==> src/hdl/ctd_pkg.sv <==
// Shared types and constants for the chunked transfer decoder.
// Holds the byte class record passed from the front end to the back end.
// No dependencies.
package ctd_pkg;

  // Default limits
  localparam int unsigned MaxLineDef   = 16;
  localparam int unsigned FifoDepthDef = 4;

  // Characters of interest
  localparam logic [7:0] ChrLf = 8'h0A;
  localparam logic [7:0] ChrCr = 8'h0D;

  // Result kind codes
  localparam logic [2:0] KindData    = 3'd0;
  localparam logic [2:0] KindEnd     = 3'd1;
  localparam logic [2:0] KindEmpty   = 3'd2;
  localparam logic [2:0] KindLong    = 3'd3;
  localparam logic [2:0] KindTrailer = 3'd4;

  // Classified input byte
  typedef struct packed {
    logic [7:0] data;
    logic       is_lf;
    logic       is_cr;
    logic       is_blank;
    logic       is_hex;
    logic [3:0] hex_val;
  } class_t;

  // Queue status between the queue and its consumer
  typedef struct packed {
    logic   valid;
    class_t item;
  } q_head_t;

endpackage

==> src/hdl/ctd_front.sv <==
// Front end of the chunked transfer decoder: input beat handshake and
// byte classification (LF, CR, blank, hex digit). Uses ctd_pkg.
module ctd_front import ctd_pkg::*; (
  input  logic       s_axis_tvalid_i,
  output logic       s_axis_tready_o,
  input  logic [7:0] s_axis_tdata_i,   // [7:0] in_byte
  input  logic       q_full_i,
  output logic       q_push_o,
  output class_t     q_item_o
);

  logic [7:0] c;
  assign c = s_axis_tdata_i;

  // Take a beat whenever the queue has room
  assign s_axis_tready_o = !q_full_i;
  assign q_push_o        = s_axis_tvalid_i && !q_full_i;

  // Classify the byte
  always_comb begin
    q_item_o          = '0;
    q_item_o.data     = c;
    q_item_o.is_lf    = (c == ChrLf);
    q_item_o.is_cr    = (c == ChrCr);
    q_item_o.is_blank = (c == 8'h20) || (c == 8'h09) || (c == 8'h0B) ||
                        (c == 8'h0C) || (c == ChrCr);
    if (c >= 8'h30 && c <= 8'h39) begin
      q_item_o.is_hex  = 1'b1;
      q_item_o.hex_val = c[3:0];
    end else if ((c >= 8'h61 && c <= 8'h66) || (c >= 8'h41 && c <= 8'h46)) begin
      q_item_o.is_hex  = 1'b1;
      q_item_o.hex_val = c[3:0] + 4'd9;
    end
  end

endmodule

==> src/hdl/ctd_fifo.sv <==
// Short register queue between the front and back ends of the decoder.
// Carries classified bytes; uses ctd_pkg.
module ctd_fifo import ctd_pkg::*; #(
  parameter int unsigned Depth = FifoDepthDef
) (
  input  logic    clk_i,
  input  logic    rst_ni,
  input  logic    push_i,
  input  class_t  push_item_i,
  output logic    full_o,
  input  logic    pop_i,
  output q_head_t head_o
);

  localparam int unsigned PtrW = (Depth > 1) ? $clog2(Depth) : 1;
  localparam int unsigned CntW = $clog2(Depth + 1);

  class_t            mem_q [Depth];
  logic [PtrW-1:0]   wr_ptr_q, wr_ptr_d, rd_ptr_q, rd_ptr_d;
  logic [CntW-1:0]   cnt_q, cnt_d;
  logic              do_push, do_pop;

  assign full_o       = (cnt_q == CntW'(Depth));
  assign head_o.valid = (cnt_q != '0);
  assign head_o.item  = mem_q[rd_ptr_q];
  assign do_push      = push_i && !full_o;
  assign do_pop       = pop_i && head_o.valid;

  // Pointer and count update
  always_comb begin
    wr_ptr_d = wr_ptr_q;
    rd_ptr_d = rd_ptr_q;
    cnt_d    = cnt_q;
    if (do_push) begin
      wr_ptr_d = (wr_ptr_q == PtrW'(Depth - 1)) ? '0 : wr_ptr_q + 1'b1;
    end
    if (do_pop) begin
      rd_ptr_d = (rd_ptr_q == PtrW'(Depth - 1)) ? '0 : rd_ptr_q + 1'b1;
    end
    if (do_push && !do_pop) begin
      cnt_d = cnt_q + 1'b1;
    end else if (do_pop && !do_push) begin
      cnt_d = cnt_q - 1'b1;
    end
  end

  always_ff @(posedge clk_i or negedge rst_ni) begin
    if (!rst_ni) begin
      wr_ptr_q <= '0;
      rd_ptr_q <= '0;
      cnt_q    <= '0;
    end else begin
      wr_ptr_q <= wr_ptr_d;
      rd_ptr_q <= rd_ptr_d;
      cnt_q    <= cnt_d;
    end
  end

  // Storage, no reset needed
  always_ff @(posedge clk_i) begin
    if (do_push) begin
      mem_q[wr_ptr_q] <= push_item_i;
    end
  end

endmodule

==> src/hdl/ctd_back.sv <==
// Back end of the chunked transfer decoder: size line parser, chunk and
// trailer tracking, and the registered result beat. Uses ctd_pkg.
module ctd_back import ctd_pkg::*; #(
  parameter int unsigned MaxLine = MaxLineDef
) (
  input  logic        clk_i,
  input  logic        rst_ni,
  input  q_head_t     head_i,
  output logic        pop_o,
  output logic        m_axis_tvalid_o,
  input  logic        m_axis_tready_i,
  output logic [39:0] m_axis_tdata_o,  // [7:0] out_byte, [39:8] payload_count
  output logic [2:0]  m_axis_tuser_o   // [2:0] kind
);

  localparam int unsigned LenW = $clog2(MaxLine);

  typedef enum logic [5:0] {
    PhLine   = 6'b000001,
    PhData   = 6'b000010,
    PhTr1    = 6'b000100,
    PhTr2    = 6'b001000,
    PhTr2Bad = 6'b010000,
    PhHalt   = 6'b100000
  } phase_e;

  phase_e          phase_q, phase_d;
  logic [31:0]     remain_q, remain_d;
  logic [LenW-1:0] len_q, len_d;
  class_t          held_q, held_d;
  logic            held_vld_q, held_vld_d;
  logic            dig_done_q, dig_done_d;
  logic            dig_start_q, dig_start_d;
  logic [31:0]     dcnt_q, dcnt_d;

  logic            out_vld_q, out_vld_d;
  logic [7:0]      out_byte_q, out_byte_d;
  logic [2:0]      out_kind_q, out_kind_d;
  logic [31:0]     out_cnt_q, out_cnt_d;

  class_t          c;
  logic            emit;
  logic [2:0]      emit_kind;
  logic            acc_en;

  assign c     = head_i.item;
  assign pop_o = head_i.valid && (!out_vld_q || m_axis_tready_i);

  // Parser step for one popped byte
  always_comb begin
    phase_d     = phase_q;
    remain_d    = remain_q;
    len_d       = len_q;
    held_d      = held_q;
    held_vld_d  = held_vld_q;
    dig_done_d  = dig_done_q;
    dig_start_d = dig_start_q;
    dcnt_d      = dcnt_q;
    emit        = 1'b0;
    emit_kind   = KindData;
    acc_en      = 1'b0;
    if (pop_o) begin
      case (phase_q)
        PhLine: begin
          if (c.is_lf) begin
            if (len_q == '0) begin
              emit = 1'b1; emit_kind = KindEmpty; phase_d = PhHalt;
            end else if (remain_q == '0) begin
              emit = 1'b1; emit_kind = KindEnd; phase_d = PhHalt;
            end else begin
              phase_d     = PhData;
              len_d       = '0;
              held_vld_d  = 1'b0;
              held_d      = '0;
              dig_done_d  = 1'b0;
              dig_start_d = 1'b0;
            end
          end else if (len_q >= LenW'(MaxLine - 1)) begin
            emit = 1'b1; emit_kind = KindLong; phase_d = PhHalt;
          end else begin
            // Scan the byte held back one step
            if (held_vld_q && !dig_done_q) begin
              if (!dig_start_q) begin
                if (!held_q.is_blank) begin
                  if (!held_q.is_hex) begin
                    dig_done_d = 1'b1;
                  end else begin
                    dig_start_d = 1'b1;
                    acc_en      = 1'b1;
                  end
                end
              end else if (!held_q.is_hex) begin
                dig_done_d = 1'b1;
              end else begin
                acc_en = 1'b1;
              end
            end
            if (acc_en) begin
              remain_d = (remain_q[31:28] != 4'd0) ? 32'hFFFF_FFFF
                                                    : {remain_q[27:0], held_q.hex_val};
            end
            held_d     = c;
            held_vld_d = 1'b1;
            len_d      = len_q + 1'b1;
          end
        end
        PhData: begin
          dcnt_d   = dcnt_q + 32'd1;
          remain_d = remain_q - 32'd1;
          emit     = 1'b1;
          if (remain_q == 32'd1) begin
            phase_d = PhTr1;
          end
        end
        PhTr1: begin
          phase_d = c.is_cr ? PhTr2 : PhTr2Bad;
        end
        PhTr2: begin
          if (!c.is_lf) begin
            emit = 1'b1; emit_kind = KindTrailer; phase_d = PhHalt;
          end else begin
            phase_d     = PhLine;
            remain_d    = '0;
            len_d       = '0;
            held_d      = '0;
            held_vld_d  = 1'b0;
            dig_done_d  = 1'b0;
            dig_start_d = 1'b0;
          end
        end
        PhTr2Bad: begin
          emit = 1'b1; emit_kind = KindTrailer; phase_d = PhHalt;
        end
        default: begin
          phase_d = PhHalt;
        end
      endcase
    end
  end

  // Output register
  always_comb begin
    out_vld_d  = out_vld_q && !m_axis_tready_i;
    out_byte_d = out_byte_q;
    out_kind_d = out_kind_q;
    out_cnt_d  = out_cnt_q;
    if (emit) begin
      out_vld_d  = 1'b1;
      out_byte_d = (emit_kind == KindData) ? c.data : 8'd0;
      out_kind_d = emit_kind;
      out_cnt_d  = dcnt_d;
    end
  end

  always_ff @(posedge clk_i or negedge rst_ni) begin
    if (!rst_ni) begin
      phase_q     <= PhLine;
      remain_q    <= '0;
      len_q       <= '0;
      held_q      <= '0;
      held_vld_q  <= 1'b0;
      dig_done_q  <= 1'b0;
      dig_start_q <= 1'b0;
      dcnt_q      <= '0;
      out_vld_q   <= 1'b0;
    end else begin
      phase_q     <= phase_d;
      remain_q    <= remain_d;
      len_q       <= len_d;
      held_q      <= held_d;
      held_vld_q  <= held_vld_d;
      dig_done_q  <= dig_done_d;
      dig_start_q <= dig_start_d;
      dcnt_q      <= dcnt_d;
      out_vld_q   <= out_vld_d;
    end
  end

  // Result payload, no reset needed
  always_ff @(posedge clk_i) begin
    out_byte_q <= out_byte_d;
    out_kind_q <= out_kind_d;
    out_cnt_q  <= out_cnt_d;
  end

  assign m_axis_tvalid_o = out_vld_q;
  assign m_axis_tdata_o  = {out_cnt_q, out_byte_q};
  assign m_axis_tuser_o  = out_kind_q;

endmodule

==> src/hdl/chunked_transfer_decoder_core.sv <==
// Chunked transfer decoder, top level: one raw body byte per input beat.
// Throughput: one byte per cycle while the queue has room; the parser retires
// one byte a cycle while its output beat is empty or taken. Path: the front/back
// queue (FifoDepth entries), then the parser and its registered result beat.
// Reset: asynchronous, active low; clears parser state, queue and output valid.
// Depends on ctd_pkg, ctd_front, ctd_fifo and ctd_back.
module chunked_transfer_decoder_core import ctd_pkg::*; #(
  parameter int unsigned MaxLine   = MaxLineDef,
  parameter int unsigned FifoDepth = FifoDepthDef
) (
  input  logic        clk_i,
  input  logic        rst_ni,
  input  logic        s_axis_tvalid_i,
  output logic        s_axis_tready_o,
  input  logic [7:0]  s_axis_tdata_i,   // [7:0] in_byte
  output logic        m_axis_tvalid_o,
  input  logic        m_axis_tready_i,
  output logic [39:0] m_axis_tdata_o,   // [7:0] out_byte, [39:8] payload_count
  output logic [2:0]  m_axis_tuser_o    // [2:0] kind
);

  logic    q_full, q_push, q_pop;
  class_t  q_item;
  q_head_t q_head;

  // Handshake and classification
  ctd_front u_front (
    .s_axis_tvalid_i (s_axis_tvalid_i),
    .s_axis_tready_o (s_axis_tready_o),
    .s_axis_tdata_i  (s_axis_tdata_i),
    .q_full_i        (q_full),
    .q_push_o        (q_push),
    .q_item_o        (q_item)
  );

  // Decoupling queue
  ctd_fifo #(
    .Depth (FifoDepth)
  ) u_fifo (
    .clk_i       (clk_i),
    .rst_ni      (rst_ni),
    .push_i      (q_push),
    .push_item_i (q_item),
    .full_o      (q_full),
    .pop_i       (q_pop),
    .head_o      (q_head)
  );

  // Parser and result register
  ctd_back #(
    .MaxLine (MaxLine)
  ) u_back (
    .clk_i           (clk_i),
    .rst_ni          (rst_ni),
    .head_i          (q_head),
    .pop_o           (q_pop),
    .m_axis_tvalid_o (m_axis_tvalid_o),
    .m_axis_tready_i (m_axis_tready_i),
    .m_axis_tdata_o  (m_axis_tdata_o),
    .m_axis_tuser_o  (m_axis_tuser_o)
  );

endmodule
==> config.mk <==
export PLATFORM = sky130hd
export DESIGN_NAME = chunked_transfer_decoder_core
export DESIGN_NICKNAME = d
export VERILOG_FILES = /design/src/hdl/ctd_pkg.sv /design/src/hdl/ctd_front.sv /design/src/hdl/ctd_fifo.sv /design/src/hdl/ctd_back.sv /design/src/hdl/chunked_transfer_decoder_core.sv
export SDC_FILE = /design/constraint.sdc
export NUM_CORES = 1
export LEC_CHECK = 0
export ABC_AREA = 1
export BUFFER_PORTS_ARGS = -buffer_cell sky130_fd_sc_hd__buf_2
export CORE_MARGIN = 3
export CORE_UTILIZATION = 65
export DETAILED_ROUTE_END_ITERATION = 10
export PLACE_DENSITY = 0.84
export SYNTH_ARGS = -nofsm -noshare
export SYNTH_HDL_FRONTEND = slang
export SYNTH_SLANG_ARGS = --single-unit
==> constraint.sdc <==
create_clock -name clk_i -period 4.45 [get_ports clk_i]
set_clock_uncertainty 0.2 [all_clocks]
set_input_delay 0.89 -clock clk_i [delete_from_list [all_inputs] [get_ports clk_i]]
set_output_delay 0.89 -clock clk_i [all_outputs]
set_load 0.02 [all_outputs]
# == After elaboration in Yosys (flattened, before gate mapping) ==
# Memories as Yosys holds them, arrays and structs flattened.
# Cells that the tools add are included.
# word_totals
ff_bits,134
latch_bits,0
mem_bits_rw,64
mem_bits_ro,0
output_inout_bits,45
word_cells,173
n_memories,1
# classes
n_addsub,8
n_mul,0
div_mod_pow,0
magnitude_cmp,7
n_eq_ne,26
shifts,0
n_mux,77
bitwise,0
n_reduce_logical,37
# memory_table
memory,depth,width,read_ports,rd_clocked_by_memory_dff,wr,line,source
u_fifo.mem_q,4,16,1,0,1,ctd_fifo.sv:18,class_t mem_q [Depth];
# ops
op,n
32-bit 2-to-1 mux,7
32-bit one-hot mux with 3 select lines,1
6-bit 2-to-1 mux,11
8-bit by 4-bit == test with 1-bit output (second input constant),5
1-bit 2-to-1 mux,33
32-bit by 1-bit adder with 32-bit output (second input constant),1
32-bit by 1-bit == test with 1-bit output (second input constant),1
32-bit zero test,1
32-bit by 1-bit subtractor with 32-bit output (second input constant),1
6-bit one-hot mux with 4 select lines,1
4-bit 2-to-1 mux,5
3-bit 2-to-1 mux,6
8-bit by 7-bit >= comparator with 1-bit output (second input constant),2
8-bit by 7-bit less-or-equal comparator with 1-bit output (second input constant),2
5-bit 2-to-1 mux,3
6-bit one-hot mux with 2 select lines,1
6-bit AND reduction,2
1-bit logical AND,11
3-bit one-hot mux with 3 select lines,1
8-bit by 6-bit == test with 1-bit output (second input constant),1
8-bit by 6-bit >= comparator with 1-bit output (second input constant),1
8-bit by 6-bit less-or-equal comparator with 1-bit output (second input constant),1
4-bit one-hot mux with 2 select lines,1
8-bit AND reduction,1
other kinds (32),55

# == Logic depth before layout (Yosys ltp) ==
# Gate-level depths: netlist (run 1).
# depth
depth_word,12
ltp_mapped,13
depth_no_buf,12

# == By module ==
# From an unflattened synthesis (run 1), not the netlist that was laid out.
# hier_totals
hier_cells,1217
hier_area_um2,10781.6
# by_module_without_submodules
mod,n_inst,cells_each,area_each_um2,seq_area_each_um2
ctd_back,1,903,7183.1,3394.5
ctd_fifo,1,246,3239.4,2097.0
ctd_front,1,68,359.1,0.0

# == Worst setup path before layout (run 1) ==
# No wires, ideal clock.
# synth_timing
path_kind,input-to-reg
from,in m_axis_tready_i
to,reg u_back.out_kind_q[0] (netlist: u_back.m_axis_tuser_o[0]) (enable)
setup_ns,0.397
arrival_ns,2.508
path_slack_ns,1.344
path_stages,8
path_cell_list,nor2_1 > inv_1 > nand2_1 > inv_1 > buf_2 > buf_1 > nand2_1 > inv_1
# synth_between
elab_chain_cells,3
# synth_rtl
element,line,source
start: declaration,chunked_transfer_decoder_core.sv:17,"input logic m_axis_tready_i,"
1-bit logical OR,ctd_back.sv:47,assign pop_o = head_i.valid && (!out_vld_q || m_axis_tready_i);
1-bit logical AND,ctd_back.sv:47,
1-bit 2-to-1 mux,ctd_back.sv:62,if (pop_o) begin
via u_back.emit,ctd_back.sv:42,logic emit;
end signal: assignment,ctd_back.sv:182,out_kind_q <= out_kind_d;
end: declaration,ctd_back.sv:38,"logic [2:0] out_kind_q, out_kind_d;"
# The timed path passes the listed nets, and every way through them passes these cells.
# A chain may end at the register's enable or synchronous reset.

# == Final worst setup path (run 1) ==
# layout_timing
from,reg u_fifo.rd_ptr_q[0]
to,reg u_back.out_cnt_q[20] (enable)
# layout_between
elab_chain_cells,4
word_cells_on_any_way,5
classes_between,4 x mux; 1 x memory
# layout_rtl
element,line,source
start: declaration,ctd_fifo.sv:19,"logic [PtrW-1:0] wr_ptr_q, wr_ptr_d, rd_ptr_q, rd_ptr_d;"
start signal: assignment,ctd_fifo.sv:54,rd_ptr_q <= rd_ptr_d;
memory read 4 x 16 bit *,n/a,
1-bit 2-to-1 mux (on tied branches),"ctd_back.sv:119, ctd_back.sv:65",
1-bit one-hot mux with 3 select lines *,ctd_back.sv:63,case (phase_q)
1-bit 2-to-1 mux *,ctd_back.sv:62,
via u_back.emit,ctd_back.sv:42,
end signal: assignment,ctd_back.sv:183,out_cnt_q <= out_cnt_d;
end: declaration,ctd_back.sv:39,"logic [31:0] out_cnt_q, out_cnt_d;"
# The timed path passes the listed nets; every way through them passes the cells marked *.

==> impl_results.md, run 1 <==
* Critical path arrival at a little over 3 ns
* PD cells at around 450 nW/µm²
* Max Slew Vio Count at 0
* Vias at between 8,000 and 9,000
* Post-route worst setup slack at between 1 and 1.5 ns
* Final WL at 21,900 µm
* I/O pin count at 57
* Antenna-violating nets left at 0
* Fin Setup TNS at 0 ns
* Fraction of registers with async set/reset at 46.0%
* Die Ht at approximately 130 µm
* Int Pwr at around 3.4 mW
* Utilization after layout at about 74%
* Post-Syn Instances at around 1,200
* Combinational power share at a little under a quarter
* Final Critical Period at roughly 3.2 ns
* Ys flop type: edfxtp_1
* GR Overflow Total at 0
* Clk sinks at around 200
* Final RePlAce weighted congestion at between 0.9 and 1
* DR WL/cell at 15.0 µm
* Antenna fix cells at 0
* Initial cell density of the core at about two thirds
* HP Class: reg2reg
* Final Hold Viols at 0
* Worst-skew pair later-pin latency at between 0.4 and 0.5 ns
* Die X at between 100 and 150 µm
* Synth top area cells: edfxtp_1, dfrtp_1, nand2_1, nor2_1, o21ai_0
* Iteration-0 DRC count of the detailed router at 707
* Net Sw Frac at 33.8%
* Part of the power in registers at between 40 and 50%
* GRT busiest layer: met2
* Drt pass-1 iters at 6
* Worst-path clk slew at roughly 0.070 ns
* Num CTS Buffers at 17
* Critical path fanouts, max at between 40 and 50
* Htree depth at 4
* Yosys top cell area share at 31.5%
* TritonCTS clock tree: built
* Yosys reg bits at 198
* Placeable Area at around 15,000 µm²
* Synth unique cells at 44
* Met3 Track Usage GR at between 5 and 6%
* Syn Area/Cell at 8.59 µm²
* Root Buffer: clkbuf_16
* CTS hold repair buffers at 0
* GR Util All Layers at approximately a quarter
* Highest clock rate at roughly 310 MHz
* First-pass GRT wire length at ~36,000 µm
* Layout Nets at about 1,300
* HPWL after detailed placement at ~15,000 µm
* CP Capture Type: flip-flop
* RSZ-0062 raised after global routing: no
* CTS Buffer Depth at 2
* DRC Markers at 0
* Psw at about 1.7 mW
* Post-synth EDFFs at 107
* Die area at 17,200 µm²
* GRT met2 Usage at between 40% and 50%
* Setup crit start kind: flip-flop
* Tot Pwr at 5.11 mW
* Layout area overhead at 10.1%
* Setup CP Type: reg2reg
* Post-CTS sizing at 0
* Fin crit share at a little under three quarters
* Largest net degree at the start of global routing at 68
* Outcome: complete, no violations
* Setup bufs post-CTS at 0
* Largest area contributor in the netlist: edfxtp_1
* Row cnt at 45
* Clock Power Share at 29.9%
* Tightest Pin Transition at about 0.95 ns
* M1 GR Usage at between 30% and 40%
* Most frequent cell after synthesis: nand2_1
* Req. time, crit path at 4.31 ns
* Leakage power at between 5 and 6 nW
* Max cap viols at 0
* Number of global-route vias before repair at roughly 7,400
* Post-Syn Nets at ~1,200
* Max VDD drop at 0.379 mV
* Vias per Instance at roughly 5.6
* Seq/Total Area, Yosys at a little over half
* Slew margin rel. at about 36%
* Layout cells sized above 1 at a little under an eighth
* Top cells by count, synth: nand2_1, nor2_1, edfxtp_1
* Yosys warnings at 0
* Synthesized cell area at 10,200 µm²
* Final Setup Violations at 0
* Initial antenna violation count at 0
* I/O Buffers at 56
* Hold WS at 0.276 ns
* Worst slack, placed at 1.17 ns
==> state kept, by name, indices dropped and copies added, names as in the netlist <==
signal                  cells
u_back.m_axis_tuser_o       3
u_back.dig_start_q          1
u_back.out_byte_q           8
u_back.dcnt_q              32
u_back.out_cnt_q           32
u_back.phase_q              6
u_back.held_vld_q           1
u_fifo.cnt_q                3
u_fifo.wr_ptr_q             2
u_back.held_q               6
u_back.dig_done_q           1
u_back.m_axis_tvalid_o      1
u_fifo.rd_ptr_q             2
u_back.remain_q            32
u_back.len_q                4
u_fifo.mem_q               64
==> cell type report <==
cell class,instances,area (µm²)
tap,211,264
clock buffer,19,433
clock inverter,13,153
multi-input combinational,844,4120
sequential,198,5490
inverter,115,434
fill,1099,4020
timing repair buffer,65,350
==> per-stage QoR <==
stage | area (µm²) | cells
6_report | 11200 | 1465
2_1_floorplan | 10200 | 1189
5_1_grt | 11200 | 1465
3_5_place_dp | 10700 | 1433
4_1_cts | 11200 | 1465
3_3_place_gp | 10700 | 1433
==> layout by cell type (no fill, tap or decap), types with 2 or more instances in the layout <==
| cell | synthesis | layout |
|---|---|---|
| buf_2 | 10 | 55 |
| nor2_2 | 8 | 9 |
| nand3_1 | 54 | 54 |
| a32o_1 | 8 | 8 |
| o31ai_1 | 2 | 2 |
| xnor2_1 | 13 | 13 |
| nand3b_1 | 6 | 6 |
| inv_8 | 0 | 3 |
| inv_2 | 8 | 9 |
| nand2_1 | 378 | 378 |
| inv_1 | 106 | 105 |
| nor2_4 | 10 | 10 |
| xor2_1 | 18 | 18 |
| nor4_1 | 6 | 6 |
| ha_1 | 15 | 15 |
| nand3_2 | 6 | 6 |
| o21ai_1 | 7 | 7 |
| nand2_2 | 9 | 9 |
| a21oi_1 | 16 | 16 |
| clkbuf_16 | 0 | 17 |
| a31oi_1 | 6 | 6 |
| o22ai_1 | 8 | 8 |
| nand2_4 | 2 | 2 |
| edfxtp_1 | 107 | 107 |
| buf_4 | 3 | 10 |
| clkbuf_1 | 13 | 2 |
| nor2_1 | 133 | 132 |
| nand4_1 | 14 | 14 |
| o21ai_0 | 96 | 96 |
| or2_2 | 3 | 3 |
| dfrtp_1 | 90 | 90 |
| nand4_2 | 3 | 3 |
| inv_6 | 0 | 4 |
| nor3_1 | 15 | 15 |
==> power groups by stage <==
stage,Sequential [mW],Clock [mW],Combinational [mW]
6_report,2.41,1.53,1.17
2_1_floorplan,2.37,0,0.901
4_1_cts,2.41,1.54,1.17
5_1_grt,2.44,1.62,1.33
3_5_place_dp,2.44,0,1.16
3_3_place_gp,2.43,0,1.10
==> layer usage <==
layer,vias to the layer above,routed length [µm]
met2,268,10700
met3,43,1260
met5,-,0
met4,0,411
met1,3915,9530
li1,4015,-
==> final timing paths <==
kind	slack, ns	to	cells past startpoint	from
worst min register to register	0.28	u_back.held_q[0]	2	u_back.held_q[0]
max in group asynchronous	2.87	u_back.held_q[4]	2	rst_ni
worst min-delay path	0.28	u_back.held_q[0]	2	u_back.held_q[0]
worst max-delay path	1.27	u_back.out_cnt_q[20]	10	u_fifo.rd_ptr_q[0]
min in group asynchronous	0.34	u_back.remain_q[15]	1	rst_ni
worst max register to register	1.27	u_back.out_cnt_q[20]	10	u_fifo.rd_ptr_q[0]
==> critical path, stage by stage, from the launching register on <==
cell	delay, ns
dfrtp_1	0.36
buf_4	0.24
inv_2	0.46
nand2_2	0.11
nand3_2	0.11
nand2_4	0.10
nor2_4	0.21
o21ai_0	0.13
nand2_1	0.07
nand2_1	0.08
inv_2	0.70
==> cells by family after synthesis <==
| family | after synthesis | synth area share (%) |
|---|---|---|
| DFF | 198 | 53.8 |
| and+or+nand+nor | 649 | 27.6 |
| adders and majority gates | 16 | 2.03 |
| xor gates and xnor gates | 31 | 2.66 |
| buffers and inverters | 147 | 5.90 |
| AOI/OAI and AO/OA | 148 | 8.02 |
(Power assumes the default switching activity.)
==> run 2, diff against run 1 <==
Settings changed: CORE_UTILIZATION 65 to 61, PLACE_DENSITY 0.84 to 0.8.
Clock period 4.45 ns to 3.2 ns, I/O delays scaled along.
==> run 2 against run 1 <==
  * Design area is 1.1% higher
  * Power is 40% higher
  * Count of clock-buffer cells in the layout is 2 lower
  * Via count is 0.85% lower
  * Utilization is 3.2 points lower
  * Wire length is 0.57% higher
  * Critical path depth is 3 higher
  * Sequential cell count stayed put
  * Hold slack worse by 0.20 ns
  * Clock power is 40% higher
  * Die area is 6.3% higher
  * Non-clock buffer count is 10 higher
  * Critical endpoint unchanged
==> impl_results.md, run 2 (synthesis results as in run 1) <==
* GR Overflow Total at 0 (unchanged)
* Critical path arrival at 2.62 ns (was 3.04 ns)
* Fin Setup TNS at 0 ns (unchanged)
* Iteration-0 DRC count of the detailed router at 796 (was 707)
* HPWL after detailed placement at 14,900 µm (was 14,800 µm)
* Leakage power at 5.06 nW (was 5.01 nW)
* Fin crit share at 84.2% (was 71.5%)
* Die X at 135 µm (was 131 µm)
* Commonest non-fill, non-tap cell in the layout: nand2_1 (unchanged)
* Reg2Reg Capture Point: u_back.out_cnt_q[20] (unchanged)
* Placeable Area at 16,100 µm² (was 15,300 µm²)
* Setup bufs post-CTS at 0 (unchanged)
* Critical path fanouts, max at 36 (was 43)
* Layout area overhead at 11.3% (was 10.1%)
* Slew margin rel. at 43.5% (was 36.3%)
* R2r startpoint: u_back.remain_q[0] (was u_fifo.rd_ptr_q[0])
* First-pass GRT wire length at 36,000 µm (about the same)
* Req. time, crit path at 3.13 ns (was 4.31 ns)
* Layout cells sized above 1 at 12.7% (was 12.0%)
* Antenna fix cells at 0 (unchanged)
* Worst-skew pair later-pin latency at 0.44 ns (was 0.45 ns)
* Commonest cells after routing, fill and taps aside: nand2_1, nor2_1, edfxtp_1, inv_1, o21ai_0 (unchanged)
* Final Hold Viols at 0 (unchanged)
* R2R cell count at 13 (was 10)
* Die area at 18,300 µm² (was 17,200 µm²)
* PD cells at 630 nW/µm² (was 455 nW/µm²)
* TritonCTS clock tree: built (unchanged)
* Highest clock rate at 371 MHz (was 314 MHz)
* CTS hold repair buffers at 0 (unchanged)
* Worst-path clk slew at 0.08 ns (was 0.07 ns)
* Met3 Track Usage GR at 4.87% (was 5.02%)
* Flop2flop setup slack at 0.50 ns (was 1.27 ns)
* Outcome: complete, no violations (unchanged)
* Num CTS Buffers at 17 (unchanged)
* RSZ-0062 raised after global routing: no (unchanged)
* GRT met2 Usage at 38.6% (was 42.1%)
* Max Slew Vio Count at 0 (unchanged)
* DRC Markers at 0 (unchanged)
* Row cnt at 46 (was 45)
* Tightest Pin Transition at 0.848 ns (was 0.954 ns)
* Area of placed instances at 10,800 µm² (was 10,700 µm²)
* Max reg flops at 64 (unchanged)
* I/O Buffers at 56 (unchanged)
* Drt pass-1 iters at 7 (was 6)
* Number of global-route vias before repair at 7,417 (was 7,394)
* Vias per Instance at 5.52 (was 5.63)
* GRT busiest layer: met2 (unchanged)
* Max VDD drop at 0.472 mV (was 0.379 mV)
* Root Buffer: clkbuf_16 (unchanged)
* Vias at 8,171 (was 8,241)
* HP Class: in2async (was reg2reg)
* Final Critical Period at 2.70 ns (was 3.18 ns)
* Post-CTS sizing at 0 (unchanged)
* CP Capture Type: flip-flop (unchanged)
* Post-route cell area at 11,400 µm² (was 11,200 µm²)
* I/O pin count at 57 (unchanged)
* Biggest register: u_fifo.mem_q (unchanged)
* M1 GR Usage at 34.7% (was 34.4%)
* Setup crit start kind: flip-flop (unchanged)
* GR Util All Layers at 24.6% (was 25.5%)
* Clk sinks at 198 (unchanged)
* DR WL/cell at 14.9 µm (was 15.0 µm)
* Utilization after layout at 70.5% (was 73.7%)
* Final RePlAce weighted congestion at 0.903 (was 0.927)
* Final WL at 22,000 µm (was 21,900 µm)
* Initial antenna violation count at 0 (unchanged)
* Die Ht at 135 µm (was 131 µm)
* CTS Buffer Depth at 2 (unchanged)
* Setup CP Type: reg2reg (unchanged)
* Layout Nets at 1,279 (was 1,269)
* Antenna-violating nets left at 0 (unchanged)
* Max cap viols at 0 (unchanged)
* Initial cell density of the core at 63.3% (was 66.9%)
* Htree depth at 4 (unchanged)
* Largest net degree at the start of global routing at 65 (was 68)
* Final Setup Violations at 0 (unchanged)
run 2: cell types whose count changed in the layout (fill, tap and decap cells not counted), moves of 2 or more:
cell	change
clkinvlp_4	+2
clkbuf_1	-2
clkinv_8	+4
buf_12	+2
inv_6	-3
buf_4	+8
run 2: layout make-up:
class                      count  area, µm²
clock buffer                  17        425
tap                          216        270
multi-input combinational    844       4120
timing repair buffer          75        450
fill                        1226       4750
clock inverter                15        179
sequential                   198       5490
inverter                     115        434
run 2: worst max path at each step:
stage / endpoint / cells after the start / startpoint
final: u_back.out_cnt_q[20] / 13 / u_back.remain_q[0]
after global routing: u_back.out_cnt_q[20] / 13 / u_back.remain_q[0]
after CTS: u_back.out_cnt_q[20] / 13 / u_back.remain_q[0]
after detailed placement: u_back.out_cnt_q[16] / 13 / u_back.remain_q[0]
after global placement: u_back.out_cnt_q[16] / 13 / u_back.remain_q[0]
after floorplan: u_back.m_axis_tuser_o[0] / 12 / u_back.remain_q[0]
run 2: critical path, stage by stage (launching register included):
cell and delay (ns):
dfrtp_1 0.41, inv_1 0.11, ha_1 0.21, nand2_2 0.10, nor2_2 0.18, nand2_2 0.14, nor2_4 0.19, nor2_1 0.06
nand2_1 0.05, o21ai_0 0.08, nand2_1 0.07, nand2_1 0.06, clkinv_1 0.24, buf_12 0.27
run 2: power breakdown:
| group | internal, mW | total [mW] | switching [mW] | leakage (nW) |
|---|---|---|---|---|
| clock | 1.06 | 2.14 | 1.08 | 0.284 |
| combinational | 0.574 | 1.68 | 1.11 | 2.56 |
| sequential | 3.06 | 3.33 | 0.273 | 2.22 |
run 2: stage by stage:
step	total power, mW	cells	hold WS (ns)	setup WS, ns
finish	7.16	1480	0.0780	0.505
floorplan	4.55	1189	0.144	0.291
global route	7.56	1480	0.162	0.278
global placement	4.97	1448	0.262	0.579
CTS	7.19	1480	0.128	0.505
detailed placement	5.04	1448	0.266	0.529
run 2: per-layer routing:
metal  wire length [µm]  up-vias
met5                  0        -
met4                473        0
met3               1260       42
met2              10500      270
met1               9840     3840
li1                   -     4019
==> run 3, diff against run 2 <==
Clock period 3.2 ns to 2.68 ns, I/O delays scaled along.
==> run 3 against run 2 <==
  * Register-to-register slack worse by 0.29 ns
  * Count of clock-buffer cells in the layout did not move
  * Combinational power increased by 21%
  * Utilization rose by 1.1 points
  * Sequential power increased by 20%
  * Setup slack got worse by 0.29 ns
  * Sequential share of layout area fell by 0.72 points
  * Critical path type unchanged
==> impl_results.md, run 3 (synthesis results as in run 1) <==
* Outcome: complete, no violations (unchanged)
* Worst path bufs/invs at 3 (unchanged)
* Met3 Track Usage GR at 5.20% (was 4.87%)
* Commonest cells after routing, fill and taps aside: nand2_1, nor2_1, edfxtp_1, inv_1, o21ai_0 (unchanged)
* Commonest non-fill, non-tap cell in the layout: nand2_1 (unchanged)
* CP max-delay cell: dfrtp_1 (unchanged)
* Final Critical Period at 2.46 ns (was 2.70 ns)
* Final Hold Viols at 0 (unchanged)
* Die X at 135 µm (unchanged)
* Root Buffer: clkbuf_16 (unchanged)
* Fin crit share at 91.8% (was 84.2%)
* Placeable Area at 16,100 µm² (unchanged)
* R2r startpoint: u_back.remain_q[0] (unchanged)
* Combinational power share at 23.6% (was 23.5%)
* I/O Buffers at 56 (unchanged)
* Cell family with most CP delay: simple AND/OR/NAND/NOR gates (unchanged)
* Leakage power at 5.16 nW (was 5.06 nW)
* Antenna fix cells at 0 (unchanged)
* Setup crit start kind: flip-flop (unchanged)
* TritonCTS clock tree: built (unchanged)
* Largest net degree at the start of global routing at 41 (was 65)
* Slew margin rel. at 62.5% (was 43.5%)
* Max VDD drop at 0.587 mV (was 0.472 mV)
* Hold WS at 0.131 ns (was 0.0780 ns)
* Min-delay src: s_axis_tdata_i[6]
* Worst Hold Depth at 1
* Num CTS Buffers at 17 (unchanged)
* Most used cell, CP: nand2_1 (unchanged)
* Vias per Instance at 5.55 (was 5.52)
* Clock Power Share at 30.3% (was 29.9%)
* Critical path arrival at 2.43 ns (was 2.62 ns)
* Drt pass-1 iters at 6 (was 7)
* HPWL after detailed placement at 15,400 µm (was 14,900 µm)
* Psw at 3.02 mW (was 2.47 mW)
* M1 GR Usage at 35.1% (was 34.7%)
* DRC Markers at 0 (unchanged)
* Highest clock rate at 406 MHz (was 371 MHz)
* GRT met2 Usage at 43.5% (was 38.6%)
* Final Setup Violations at 0 (unchanged)
* GR Util All Layers at 25.9% (was 24.6%)
* Max Slew Vio Count at 0 (unchanged)
* Max cap viols at 0 (unchanged)
* Fin Setup TNS at 0 ns (unchanged)
* Iteration-0 DRC count of the detailed router at 747 (was 796)
* Layout area overhead at 13.0% (was 11.3%)
* Antenna-violating nets left at 0 (unchanged)
* Final RePlAce weighted congestion at 0.912 (was 0.903)
* Biggest register: u_fifo.mem_q (unchanged)
* GRT busiest layer: met2 (unchanged)
* Initial cell density of the core at 63.3% (unchanged)
* Final WL at 22,900 µm (was 22,000 µm)
* Layout Nets at 1,291 (was 1,279)
* Net Sw Frac at 34.8% (was 34.4%)
* Worst-skew pair later-pin latency at 0.44 ns (about the same)
* GR Overflow Total at 0 (unchanged)
* PD cells at 751 nW/µm² (was 630 nW/µm²)
* RSZ-0062 raised after global routing: no (unchanged)
* Slowest cell delay on critical path at 0.42 ns (was 0.41 ns)
* Row cnt at 46 (unchanged)
* Critical path fanouts, max at 7 (was 36)
* Setup CP Type: reg2reg (unchanged)
* Vias at 8,286 (was 8,171)
* Max reg flops at 64 (unchanged)
* Hold path endpoint: u_fifo.mem_q[1][14]
* I/O pin count at 57 (unchanged)
* Req. time, crit path at 2.64 ns (was 3.13 ns)
* CTS Buffer Depth at 2 (unchanged)
* Part of the power in registers at 46.1% (was 46.6%)
* CP Capture Type: flip-flop (unchanged)
* Die area at 18,300 µm² (unchanged)
* Int Pwr at 5.65 mW (was 4.70 mW)
* Htree depth at 4 (unchanged)
* Reg2Reg Capture Point: u_back.out_cnt_q[10] (was u_back.out_cnt_q[20])
* DR WL/cell at 15.3 µm (was 14.9 µm)
* Clk sinks at 198 (unchanged)
* HP Class: in2reg (was in2async)
* Worst-path clk slew at 0.08 ns (about the same)
* Layout cells sized above 1 at 13.9% (was 12.7%)
* Die Ht at 135 µm (unchanged)
* R2R cell count at 13 (unchanged)
* CP cell instances: inv_2 -> ha_2 -> nand2_2 -> nor2_4 -> nand2_4 -> nor2_4 -> nor2_1 -> nand2_1 -> o21ai_0 -> nand2_1 -> nand2_1 -> clkinvlp_4 -> clkbuf_16 (was inv_1 -> ha_1 -> nand2_2 -> nor2_2 -> nand2_2 -> nor2_4 -> nor2_1 -> nand2_1 -> o21ai_0 -> nand2_1 -> nand2_1 -> clkinv_1 -> buf_12)
* FILL cells at 1,219 (was 1,226)
* Initial antenna violation count at 0 (unchanged)
* Tightest Pin Transition at 0.557 ns (was 0.848 ns)
* First-pass GRT wire length at 38,100 µm (was 36,000 µm)
* Number of global-route vias before repair at 7,865 (was 7,417)
* Flop2flop setup slack at 0.22 ns (was 0.50 ns)
==> run 3: final cells by class <==
| type | instances | area, µm² | share of cell area (%) |
|---|---|---|---|
| tap | 216 | 270 | 2.34 |
| clock inverter | 15 | 185 | 1.61 |
| inverter | 115 | 438 | 3.80 |
| sequential | 198 | 5490 | 47.6 |
| clock buffer | 17 | 425 | 3.69 |
| multi-input combinational | 844 | 4140 | 35.9 |
| timing repair buffer | 87 | 589 | 5.11 |
==> run 3: per-stage QoR <==
step	instances	cell area, µm²	setup slack [ns]	util, %	total power, mW
5_1_grt	1492	11500	0.0168	71.6	9.18
3_3_place_gp	1454	10800	0.200	67.2	5.95
6_report	1492	11500	0.219	71.6	8.66
4_1_cts	1487	11400	0.0872	71.0	8.67
2_1_floorplan	1189	10200	0.131	-	5.43
3_5_place_dp	1454	10800	0.117	67.2	6.04
==> run 3: worst reg2reg max path, cell delays in order, from the launching register on <==
cell and delay [ns]:
dfrtp_1 0.42, inv_2 0.09, ha_2 0.19, nand2_2 0.10
nor2_4 0.17, nand2_4 0.10, nor2_4 0.13, nor2_1 0.05
nand2_1 0.05, o21ai_0 0.08, nand2_1 0.07, nand2_1 0.10
clkinvlp_4 0.24, clkbuf_16 0.20
==> run 3: how the worst max path moves through the flow <==
stage	from	to	slack (ns)	depth (start not counted)
2_1_floorplan	u_back.remain_q[0]	u_back.m_axis_tuser_o[0]	0.13	12
3_3_place_gp	u_back.remain_q[0]	u_back.out_cnt_q[25]	0.20	13
3_5_place_dp	u_back.remain_q[0]	u_back.out_cnt_q[25]	0.12	13
4_1_cts	u_back.remain_q[0]	u_back.out_cnt_q[30]	0.09	13
5_1_grt	u_back.remain_q[20]	u_back.m_axis_tuser_o[2]	0.02	12
6_report	u_back.remain_q[0]	u_back.out_cnt_q[10]	0.22	13
==> run 3: power by group through the flow <==
stage               Sequential [mW]  Clock (mW)  Combinational [mW]
floorplan                      3.94           0                1.50
global placement               4.02           0                1.93
detailed placement             4.04           0                2.00
CTS                            3.98        2.65                2.03
global route                   4.04        2.80                2.34
finish                         3.99        2.63                2.04
==> run 3: timing repair <==
action,in CTS,in global routing
hold endpoints to repair,38,0
resized for setup,0,11
setup endpoints to repair,0,43
hold buffers,1,0
buffers inserted,0,3
==> run 3: layer usage <==
metal / routed length, µm / vias up
met4: 340 / 0
li1: - / 4050
met5: 0 / -
met1: 9860 / 3914
met3: 1290 / 35
met2: 11400 / 287
